$ cat src/rtl/ffp_pkg.sv
package ffp_pkg;

	localparam int LENGTH_BITS = 32;

	typedef logic [LENGTH_BITS-1:0] len_t;

	localparam len_t COUNT_MAX = '1;

	localparam logic [7:0] CH_AT   = 8'h40;
	localparam logic [7:0] CH_PLUS = 8'h2B;
	localparam logic [7:0] CH_GT   = 8'h3E;
	localparam logic [7:0] CH_NL   = 8'h0A;
	localparam logic [7:0] CH_SP   = 8'h20;

	typedef enum logic [3:0] {
		PH_FIRST        = 4'd0,
		PH_NAME_WAIT    = 4'd1,
		PH_NAME         = 4'd2,
		PH_COMMENT_LEAD = 4'd3,
		PH_COMMENT      = 4'd4,
		PH_SEQ_START    = 4'd5,
		PH_SEQ_NL       = 4'd6,
		PH_SEQ_SKIP     = 4'd7,
		PH_SEQ_TOKEN    = 4'd8,
		PH_QUAL_LINE    = 4'd9,
		PH_QUAL_SKIP    = 4'd10,
		PH_QUAL_TOKEN   = 4'd11,
		PH_SKIP_BOR     = 4'd12
	} phase_t;

	typedef enum logic [2:0] {
		KIND_NAME    = 3'd0,
		KIND_COMMENT = 3'd1,
		KIND_SEQ     = 3'd2,
		KIND_QUAL    = 3'd3,
		KIND_REC_END = 3'd4
	} kind_t;

	// space, tab, newline, vertical tab, form feed, return
	function automatic logic is_ws(input logic [7:0] c);
		return (c == CH_SP) || (c inside {[8'h09:8'h0D]});
	endfunction

	function automatic len_t sat_inc(input len_t v);
		return (v == COUNT_MAX) ? v : v + len_t'(1);
	endfunction

endpackage

$ cat src/rtl/fastq_fasta_record_parser.sv
// Channel | Handshake             | Payload
// input   | in_valid / in_stall   | data_byte[7:0], end_of_input
// output  | out_valid / out_stall | field_kind[2:0], char_value[7:0], record_last, fastq_format
//
// One byte per cycle sustained while the output is not stalled. A transferred byte is
// parsed from the input register; its result, if any, then goes to the result register.
// Phase and the saturating length counters update as the byte is parsed; the increment
// and the quality/sequence length compare set the critical path.
// arst_n clears phase, mode, counters and both valid flags asynchronously.
// An output stall holds the result register and, with a byte waiting, raises in_stall.
module fastq_fasta_record_parser (
	input  logic       clk,
	input  logic       arst_n,
	input  logic       in_valid,
	output logic       in_stall,
	input  logic [7:0] data_byte,
	input  logic       end_of_input,
	output logic       out_valid,
	input  logic       out_stall,
	output logic [2:0] field_kind,
	output logic [7:0] char_value,
	output logic       record_last,
	output logic       fastq_format
);

	// input register
	logic       valid_s1;
	logic [7:0] byte_s1;
	logic       eoi_s1;

	// parser state
	ffp_pkg::phase_t phase_q, phase_n;
	logic            mode_q, mode_n;
	logic            open_q, open_n;
	ffp_pkg::len_t   seq_q, seq_n;
	ffp_pkg::len_t   qual_q, qual_n;

	// result of the byte in s1
	logic            emit;
	ffp_pkg::kind_t  kind;
	logic [7:0]      ch;
	logic            emit_mode;

	// result register
	logic            out_valid_q;
	ffp_pkg::kind_t  kind_q;
	logic [7:0]      ch_q;
	logic            mode_out_q;

	logic out_free;
	logic proc;
	logic [7:0] eos;
	logic [7:0] bor;

	assign out_free = !out_valid_q || !out_stall;
	assign proc     = valid_s1 && out_free;
	assign in_stall = valid_s1 && !out_free;

	assign eos = mode_q ? ffp_pkg::CH_PLUS : ffp_pkg::CH_GT;
	assign bor = mode_q ? ffp_pkg::CH_AT : ffp_pkg::CH_GT;

	always_ff @(posedge clk or negedge arst_n) begin
		if (!arst_n) begin
			valid_s1 <= 1'b0;
		end else if (!in_stall) begin
			valid_s1 <= in_valid;
		end
	end

	always_ff @(posedge clk) begin
		if (!in_stall && in_valid) begin
			byte_s1 <= data_byte;
			eoi_s1  <= end_of_input;
		end
	end

	always_comb begin
		phase_n   = phase_q;
		mode_n    = mode_q;
		open_n    = open_q;
		seq_n     = seq_q;
		qual_n    = qual_q;
		emit      = 1'b0;
		kind      = ffp_pkg::KIND_NAME;
		ch        = byte_s1;
		emit_mode = mode_q;

		if (eoi_s1) begin
			// close any open record, then wait for a new stream
			emit    = open_q;
			kind    = ffp_pkg::KIND_REC_END;
			ch      = 8'h00;
			phase_n = ffp_pkg::PH_FIRST;
			mode_n  = 1'b0;
			open_n  = 1'b0;
			seq_n   = '0;
			qual_n  = '0;
		end else begin
			case (phase_q)
				ffp_pkg::PH_NAME_WAIT: begin
					if (!ffp_pkg::is_ws(byte_s1)) begin
						open_n  = 1'b1;
						phase_n = ffp_pkg::PH_NAME;
						emit    = 1'b1;
						kind    = ffp_pkg::KIND_NAME;
					end
				end
				ffp_pkg::PH_NAME: begin
					if (!ffp_pkg::is_ws(byte_s1)) begin
						emit = 1'b1;
						kind = ffp_pkg::KIND_NAME;
					end else if (byte_s1 == ffp_pkg::CH_SP) begin
						phase_n = ffp_pkg::PH_COMMENT_LEAD;
					end else if (byte_s1 == ffp_pkg::CH_NL) begin
						phase_n = ffp_pkg::PH_SEQ_START;
					end else begin
						// other whitespace opens the comment and is kept
						phase_n = ffp_pkg::PH_COMMENT;
						emit    = 1'b1;
						kind    = ffp_pkg::KIND_COMMENT;
					end
				end
				ffp_pkg::PH_COMMENT_LEAD: begin
					if (byte_s1 == ffp_pkg::CH_NL) begin
						phase_n = ffp_pkg::PH_SEQ_START;
					end else if (byte_s1 != ffp_pkg::CH_SP) begin
						phase_n = ffp_pkg::PH_COMMENT;
						emit    = 1'b1;
						kind    = ffp_pkg::KIND_COMMENT;
					end
				end
				ffp_pkg::PH_COMMENT: begin
					if (byte_s1 == ffp_pkg::CH_NL) begin
						phase_n = ffp_pkg::PH_SEQ_START;
					end else begin
						emit = 1'b1;
						kind = ffp_pkg::KIND_COMMENT;
					end
				end
				ffp_pkg::PH_SEQ_START, ffp_pkg::PH_SEQ_NL: begin
					// check point: end delimiter, else skip whitespace or start a token
					if (byte_s1 == eos) begin
						if (mode_q) begin
							phase_n = ffp_pkg::PH_QUAL_LINE;
						end else begin
							emit    = 1'b1;
							kind    = ffp_pkg::KIND_REC_END;
							ch      = 8'h00;
							open_n  = 1'b0;
							seq_n   = '0;
							qual_n  = '0;
							phase_n = ffp_pkg::PH_NAME_WAIT;
						end
					end else if (phase_q == ffp_pkg::PH_SEQ_NL &&
							byte_s1 == ffp_pkg::CH_NL) begin
						phase_n = ffp_pkg::PH_SEQ_NL;
					end else if (ffp_pkg::is_ws(byte_s1)) begin
						phase_n = ffp_pkg::PH_SEQ_SKIP;
					end else begin
						seq_n   = ffp_pkg::sat_inc(seq_q);
						phase_n = ffp_pkg::PH_SEQ_TOKEN;
						emit    = 1'b1;
						kind    = ffp_pkg::KIND_SEQ;
					end
				end
				ffp_pkg::PH_SEQ_SKIP: begin
					if (!ffp_pkg::is_ws(byte_s1)) begin
						seq_n   = ffp_pkg::sat_inc(seq_q);
						phase_n = ffp_pkg::PH_SEQ_TOKEN;
						emit    = 1'b1;
						kind    = ffp_pkg::KIND_SEQ;
					end
				end
				ffp_pkg::PH_SEQ_TOKEN: begin
					if (!ffp_pkg::is_ws(byte_s1)) begin
						seq_n = ffp_pkg::sat_inc(seq_q);
						emit  = 1'b1;
						kind  = ffp_pkg::KIND_SEQ;
					end else if (byte_s1 == ffp_pkg::CH_NL) begin
						phase_n = ffp_pkg::PH_SEQ_NL;
					end else begin
						phase_n = ffp_pkg::PH_SEQ_SKIP;
					end
				end
				ffp_pkg::PH_QUAL_LINE: begin
					// rest of the '+' line is dropped
					if (byte_s1 == ffp_pkg::CH_NL) begin
						phase_n = (qual_q < seq_q) ? ffp_pkg::PH_QUAL_SKIP
							: ffp_pkg::PH_SKIP_BOR;
					end
				end
				ffp_pkg::PH_QUAL_SKIP: begin
					if (!ffp_pkg::is_ws(byte_s1)) begin
						qual_n  = ffp_pkg::sat_inc(qual_q);
						phase_n = ffp_pkg::PH_QUAL_TOKEN;
						emit    = 1'b1;
						kind    = ffp_pkg::KIND_QUAL;
					end
				end
				ffp_pkg::PH_QUAL_TOKEN: begin
					if (!ffp_pkg::is_ws(byte_s1)) begin
						qual_n = ffp_pkg::sat_inc(qual_q);
						emit   = 1'b1;
						kind   = ffp_pkg::KIND_QUAL;
					end else begin
						phase_n = (qual_q < seq_q) ? ffp_pkg::PH_QUAL_SKIP
							: ffp_pkg::PH_SKIP_BOR;
					end
				end
				ffp_pkg::PH_SKIP_BOR: begin
					if (byte_s1 == bor) begin
						emit    = 1'b1;
						kind    = ffp_pkg::KIND_REC_END;
						ch      = 8'h00;
						open_n  = 1'b0;
						seq_n   = '0;
						qual_n  = '0;
						phase_n = ffp_pkg::PH_NAME_WAIT;
					end
				end
				default: begin
					// first byte of a stream picks the format and is consumed
					mode_n  = (byte_s1 == ffp_pkg::CH_AT);
					open_n  = 1'b0;
					seq_n   = '0;
					qual_n  = '0;
					phase_n = ffp_pkg::PH_NAME_WAIT;
				end
			endcase
		end
	end

	always_ff @(posedge clk or negedge arst_n) begin
		if (!arst_n) begin
			phase_q <= ffp_pkg::PH_FIRST;
			mode_q  <= 1'b0;
			open_q  <= 1'b0;
			seq_q   <= '0;
			qual_q  <= '0;
		end else if (proc) begin
			phase_q <= phase_n;
			mode_q  <= mode_n;
			open_q  <= open_n;
			seq_q   <= seq_n;
			qual_q  <= qual_n;
		end
	end

	always_ff @(posedge clk or negedge arst_n) begin
		if (!arst_n) begin
			out_valid_q <= 1'b0;
		end else if (out_free) begin
			out_valid_q <= proc && emit;
		end
	end

	always_ff @(posedge clk) begin
		if (proc && emit) begin
			kind_q     <= kind;
			ch_q       <= ch;
			mode_out_q <= emit_mode;
		end
	end

	assign out_valid    = out_valid_q;
	assign field_kind   = kind_q;
	assign char_value   = ch_q;
	assign record_last  = (kind_q == ffp_pkg::KIND_REC_END);
	assign fastq_format = mode_out_q;

endmodule

$ cat config.mk
export PLATFORM = sky130hd
export DESIGN_NAME = fastq_fasta_record_parser
export DESIGN_NICKNAME = d
export VERILOG_FILES = /design/src/rtl/ffp_pkg.sv /design/src/rtl/fastq_fasta_record_parser.sv
export SDC_FILE = /design/constraint.sdc
export NUM_CORES = 1
export LEC_CHECK = 0
export ABC_AREA = 1
export BUFFER_PORTS_ARGS = -buffer_cell sky130_fd_sc_hd__buf_2
export CORE_MARGIN = 4
export CORE_UTILIZATION = 59
export CTS_BUF_LIST = sky130_fd_sc_hd__clkbuf_8
export DETAILED_ROUTE_END_ITERATION = 8
export PLACE_DENSITY = 0.8
export SLEW_MARGIN = 10
export SYNTH_ARGS = -nofsm -noshare
export SYNTH_HDL_FRONTEND = slang
export SYNTH_SLANG_ARGS = --single-unit
$ cat constraint.sdc
create_clock -name clk -period 2.1 [get_ports clk]
set_input_delay 0.315 -clock clk [delete_from_list [all_inputs] [get_ports clk]]
set_output_delay 0.315 -clock clk [all_outputs]
set_load 0.005 [all_outputs]
# Yosys cells after proc, flatten, opt, wreduce, memory -nomap -nowiden
# Cells that the tools add are included.
[totals]
reg_bits = 93
word_cells = 155
[op_classes]
addsub = 2
magnitude_cmp = 3
n_eq_ne = 41
mux = 72
reduce_logical = 25
[op_table]
columns = ["operator", "count"]
rows = [
  ["$mux 32", 11],
  ["$pmux 32 s4", 2],
  ["$add 32x1->32 const B", 2],
  ["$eq 32x32->1 const B", 2],
  ["$mux 4", 16],
  ["$pmux 4 s11", 1],
  ["$ne 3x3->1 const B", 13],
  ["$lt 32x32->1", 1],
  ["$mux 1", 25],
  ["$mux 8", 3],
  ["$pmux 3 s7", 1],
  ["$eq 4x4->1 const B", 5],
  ["$eq 4x3->1 const B", 4],
  ["$pmux 8 s2", 1],
  ["$mux 3", 5],
  ["$reduce_or 7->1", 2],
  ["$ne 4x4->1 const B", 3],
  ["$reduce_or 12->1", 1],
  ["$reduce_and 11->1", 1],
  ["$eq 4x2->1 const B", 2],
  ["$eq 8x4->1 const B", 1],
  ["$eq 8x6->1", 1],
  ["$eq 8x6->1 const B", 1],
  ["$eq 8x7->1", 1],
  ["other kinds (22)", 38],
]

# Longest topological paths before layout
[depth]
depth_word = 9
mapped_depth = 16

# Least setup slack after synthesis
# OpenSTA, ideal clock, no wires.
[synth_timing]
kind = "register -> register"
from = "reg mode_q, in the netlist emit_mode"
to = "reg ch_q[0], in the netlist char_value[0], enable pin"
setup_ns = 0.344
arrival_time_ns = 1.750
path_slack_ns = 0.006
stages_incl_launch_ff = 10
synth_period_minus_slack_ns = 2.094
path_cell_list = "dfrtp_1 ha_1 or2_1 nor2_1 nand3_1 nand2_1 nor2_1 nand3_1 o21bai_1 inv_1"
[synth_via]
elab_chain_cells = 6
[synth_rtl]
columns = ["item", "line_no", "text"]
rows = [
  ["from (decl)", "fastq_fasta_record_parser.sv:33", "logic mode_q, mode_n;"],
  ["from (signal assigned)", "fastq_fasta_record_parser.sv:242", "mode_q <= mode_n;"],
  ["$mux 7 / $mux 5 (equally long branches)", "fastq_fasta_record_parser.sv:60, fastq_fasta_record_parser.sv:59", ""],
  ["$eq 8x7->1 / $eq 8x6->1 (equally long branches)", "fastq_fasta_record_parser.sv:211, fastq_fasta_record_parser.sv:142", ""],
  ["$mux 1 (on tied branches)", "fastq_fasta_record_parser.sv:211, fastq_fasta_record_parser.sv:142", ""],
  ["$pmux 1 s6 *", "fastq_fasta_record_parser.sv:99", "case (phase_q)"],
  ["$mux 1 *", "fastq_fasta_record_parser.sv:88", "if (eoi_s1) begin"],
  ["$logic_and 1x1->1 *", "fastq_fasta_record_parser.sv:258", "if (proc && emit) begin"],
  ["to (signal assigned)", "fastq_fasta_record_parser.sv:260", "ch_q <= ch;"],
  ["to (decl)", "fastq_fasta_record_parser.sv:47", "logic [7:0] ch_q;"],
]
# Mark *: on every way between the ends. The rest lies on a longest branch, timed or not.
# A chain may end at the register's enable or synchronous reset.

# Worst setup path in the final report
[layout_timing]
from = "reg mode_q, in the netlist emit_mode"
to = "reg qual_q[16]"
[layout_via]
elab_chain_cells = 4
[layout_rtl]
columns = ["item", "line_no", "text"]
rows = [
  ["$mux 5 / $mux 7 (equally long branches)", "fastq_fasta_record_parser.sv:59, fastq_fasta_record_parser.sv:60", ""],
  ["$eq 8x6->1 / $eq 8x7->1 (equally long branches)", "fastq_fasta_record_parser.sv:142, fastq_fasta_record_parser.sv:211", ""],
  ["$ne 3x3->1 (no source line)", "n/a", ""],
  ["$reduce_and 7->1 (no source line) *", "n/a", ""],
  ["to (signal assigned)", "fastq_fasta_record_parser.sv:245", "qual_q <= qual_n;"],
  ["to (decl)", "fastq_fasta_record_parser.sv:36", "ffp_pkg::len_t qual_q, qual_n;"],
]
# Marked as above.

==> impl_metrics.sql <==
INSERT INTO impl_metrics (metric_group, metric, value, unit) VALUES
('worst_hold_path', 'worstHoldPathCells', '1', ''),
('drt', 'via_count', '7511', ''),
('global_route', 'gr-usage-all-layers', '30.0', '%'),
('sta', 'max_slew_margin', '50.1', '%'),
('finish', 'nNetsFinal', '1173', ''),
('floorplanning', 'fp-row-count', '39', ''),
('floorplanning', 'die_height', '117', 'microns'),
('drt', 'first_iter_violations', '958', ''),
('worst_hold_path', 'hold_start', 'data_byte[2]', ''),
('sta', 'setup_viol', '78', ''),
('finish', 'final_core_util', '76.4', '%'),
('global_route', 'grt_first_pass_wirelength', '32.3', 'mm'),
('placement', 'globalplace.congestion', '0.976', ''),
('placement', 'dp.final_hpwl', '15.0', 'mm'),
('drt', 'drtAntennaViolNets', '0', ''),
('clocking', 'cts_tree', 'done', ''),
('yosys', 'postSynth.topFlopCell', 'dfrtp_1', ''),
('pwr', 'power_per_cell_area', '660', 'nW/um^2'),
('sta', 'maxSlewViolCount', '0', ''),
('sta', 'final_critical_path_setup_slack', '-0.250', 'ns'),
('outcome', 'status', 'complete, but fails checks', ''),
('worst_setup_path', 'criticalPathCategory', 'reg2reg', ''),
('worst_setup_path', 'timing.critical_path.arrival', '2.64', 'ns'),
('placement', 'port-buffer-count', '27', ''),
('clocking', 'cts_max_level', '3', ''),
('placement', 'dpl-instance-area', '7650', 'sq um'),
('sta', 'maxClockFrequency', '426', 'MHz'),
('yosys', 'synthSimpleGateAreaFrac', '39.4', '%'),
('clocking', 'clk_path_buf_depth', '2', ''),
('finish', 'area_growth_syn_to_layout', '25.4', '%'),
('yosys', 'syn-cell-area', '7010', 'sq um'),
('drt', 'drc_errors', '0', ''),
('worst_setup_path', 'rrSetupSlack', '-0.25', 'ns'),
('clocking', 'clkTransAtPathRegs', '0.09', 'ns'),
('sta', 'timing.setup.tns', '-13.76', 'ns'),
('floorplanning', 'die_x', '117', 'microns'),
('floorplanning', 'number_of_top_level_design_ports', '28', ''),
('pwr', 'leakagePower', '3.99', 'nW'),
('drt', 'detail_route.first_pass.iterations', '6', ''),
('worst_setup_path', 'rr_startpoint', 'emit_mode', ''),
('yosys', 'avgSynthCellArea', '6.88', 'sq um'),
('worst_setup_path', 'crit_path_end_kind', 'flop', ''),
('worst_setup_path', 'wp_data_required', '2.39', 'ns'),
('yosys', 'seq_area_frac_synth', '34.7', '%'),
('yosys', 'synth_xor_xnor_area_share', '2.12', '%'),
('yosys', 'post_synth_mux_area_share', '0', '%'),
('flow_run', 'cap_viol_max_count', '0', ''),
('global_route', 'grt_start_max_net_pins', '43', ''),
('sta', 'clock_skew', '0.0124', 'ns'),
('yosys', 'synth-seq-cells', '93', ''),
('finish', 'finish.cell_count_without_fillers', '1268', ''),
('yosys', 'number_of_enable_flip_flop_cells_after_synthesis', '21', ''),
('clocking', 'cts.sinks', '93', ''),
('pwr', 'finalPower', '5.80', 'mW'),
('finish', 'antenna_diode_count', '0', ''),
('drt', 'wl', '22.1', 'mm'),
('worst_setup_path', 'worst_r2r_endpoint', 'qual_q[16]', ''),
('yosys', 'yosys_warnings', '0', ''),
('drt', 'routed_wire_length_per_instance', '17.4', 'microns'),
('worst_hold_path', 'worstHoldEndpoint', 'byte_s1[2]', ''),
('worst_hold_path', 'worstHoldPathType', 'in2reg', ''),
('floorplanning', 'core', '11500', 'sq um'),
('sta', 'worstMarginPinSlew', '0.740', 'ns'),
('placement', 'place.detailed.instances', '1222', ''),
('floorplanning', 'initial_core_util', '60.9', '%'),
('outcome', 'violations', 'setup timing', ''),
('yosys', 'synthDistinctLibCells', '46', ''),
('global_route', 'globalRouteOverflowTotal', '0', ''),
('sta', 'final_cycle_share', '112', '%'),
('worst_setup_path', 'timing.critical_path.from_type', 'flop', ''),
('clocking', 'clock_insertion_delay_worst_skew', '0.40', 'ns');
[flip-flops by register name, indices dropped and copies added (netlist names)]
signal,cells
byte_s1,8
char_value,8
emit_mode,1
eoi_s1,1
fastq_format,1
field_kind,3
open_q,1
out_valid,1
phase_q,4
qual_q,32
seq_q,32
valid_s1,1
[layer usage]
| metal | track usage (%) | share of wire (%) | routed length, microns | vias to the layer above |
|---|---|---|---|---|
| li1 | - | - | - | 3573 |
| met1 | 44.3 | 43 | 9380 | 3450 |
| met2 | 44.6 | 45 | 10000 | 429 |
| met3 | 4.83 | 9.3 | 2050 | 59 |
| met4 | 10.5 | 2.8 | 626 | 0 |
| met5 | 0 | 0 | 0 | - |
[power breakdown]
part / switching, mW / leakage (nW) / internal, mW
clock: 0.694 / 0.104 / 0.664
combinational: 1.42 / 2.69 / 0.916
sequential: 0.108 / 1.19 / 2.00
[worst max-delay path, cell delays in order (launching register included)]
cell,delay (ns)
dfrtp_2,0.52
ha_4,0.24
or2_1,0.26
nor2_2,0.17
nand2_1,0.09
nand3_2,0.13
nand3_2,0.13
nor2_4,0.25
nand2_4,0.17
buf_12,0.18
nand2_4,0.05
o21ai_2,0.05
[final cells by class]
cell class,instances,area (sq um),area share [%]
Sequential cell,93,2430,27.7
Clock buffer,9,124,1.41
Timing Repair Buffer,112,972,11.1
Tap cell,143,179,2.03
Multi-Input combinational cell,788,4540,51.6
Inverter,116,455,5.18
Clock inverter,7,91.3,1.04
[cells in the mapped netlist, types with 3 or more instances]
| library cell | n | share of area (%) |
|---|---|---|
| nand2_2 | 11 | 0.98 |
| o21ai_1 | 13 | 0.93 |
| nor2_2 | 8 | 0.71 |
| dfrtp_1 | 72 | 26 |
| nand2_1 | 273 | 15 |
| a21o_1 | 5 | 0.54 |
| xor2_1 | 14 | 1.7 |
| nor3b_1 | 3 | 0.32 |
| nor2_1 | 151 | 8.1 |
| nand3_2 | 4 | 0.57 |
| a21oi_1 | 31 | 2.2 |
| nand4_1 | 43 | 3.8 |
| buf_6 | 5 | 0.80 |
| xnor2_1 | 3 | 0.37 |
| edfxtp_1 | 21 | 9.0 |
| inv_1 | 103 | 5.5 |
| nor3_1 | 33 | 2.4 |
| buf_2 | 7 | 0.50 |
| nand3_1 | 82 | 5.9 |
| inv_2 | 12 | 0.64 |
| buf_4 | 4 | 0.43 |
| a31oi_1 | 4 | 0.36 |
| or2_2 | 6 | 0.54 |
| ha_1 | 40 | 7.1 |
| o21ai_0 | 36 | 2.6 |
| nand3b_1 | 5 | 0.54 |
| clkbuf_1 | 5 | 0.27 |
[cell families after synthesis]
group	Yosys count
compound gates	104
xor+xnor	17
fa+ha+maj	40
buf+inv	139
flops	93
simple gates	626
[cells in the final DEF (no fill, tap or decap), types with 15 or more instances in the layout]
cell	count
nand2_2	32
nand4_1	43
inv_1	100
nand3_1	67
ha_1	35
nor2_1	140
o21ai_2	15
nand2_4	19
buf_2	26
edfxtp_1	21
dfrtp_1	70
a21oi_1	31
buf_4	62
nor3_1	31
o21ai_1	20
nand2_1	234
[worst max path at each step]
stage / start / to / cells past startpoint
6_report: emit_mode / qual_q[16] / 11
5_1_grt: emit_mode / seq_q[21] / 13
4_1_cts: byte_s1[4] / field_kind[2] / 12
3_5_place_dp: byte_s1[4] / seq_q[1] / 11
3_3_place_gp: byte_s1[4] / seq_q[1] / 11
2_1_floorplan: emit_mode / char_value[0] / 9
[what timing repair did]
| action | CTS | global route |
|---|---|---|
| pin swaps | 7 | 31 |
| setup endpoints to repair | 70 | 81 |
| gates resized for setup | 15 | 158 |
| hold buffers | 1 | 0 |
| buffers inserted | 3 | 18 |
| cloned | 0 | 9 |
| hold endpoints to repair | 40 | 0 |
(Power assumes the default switching activity.)
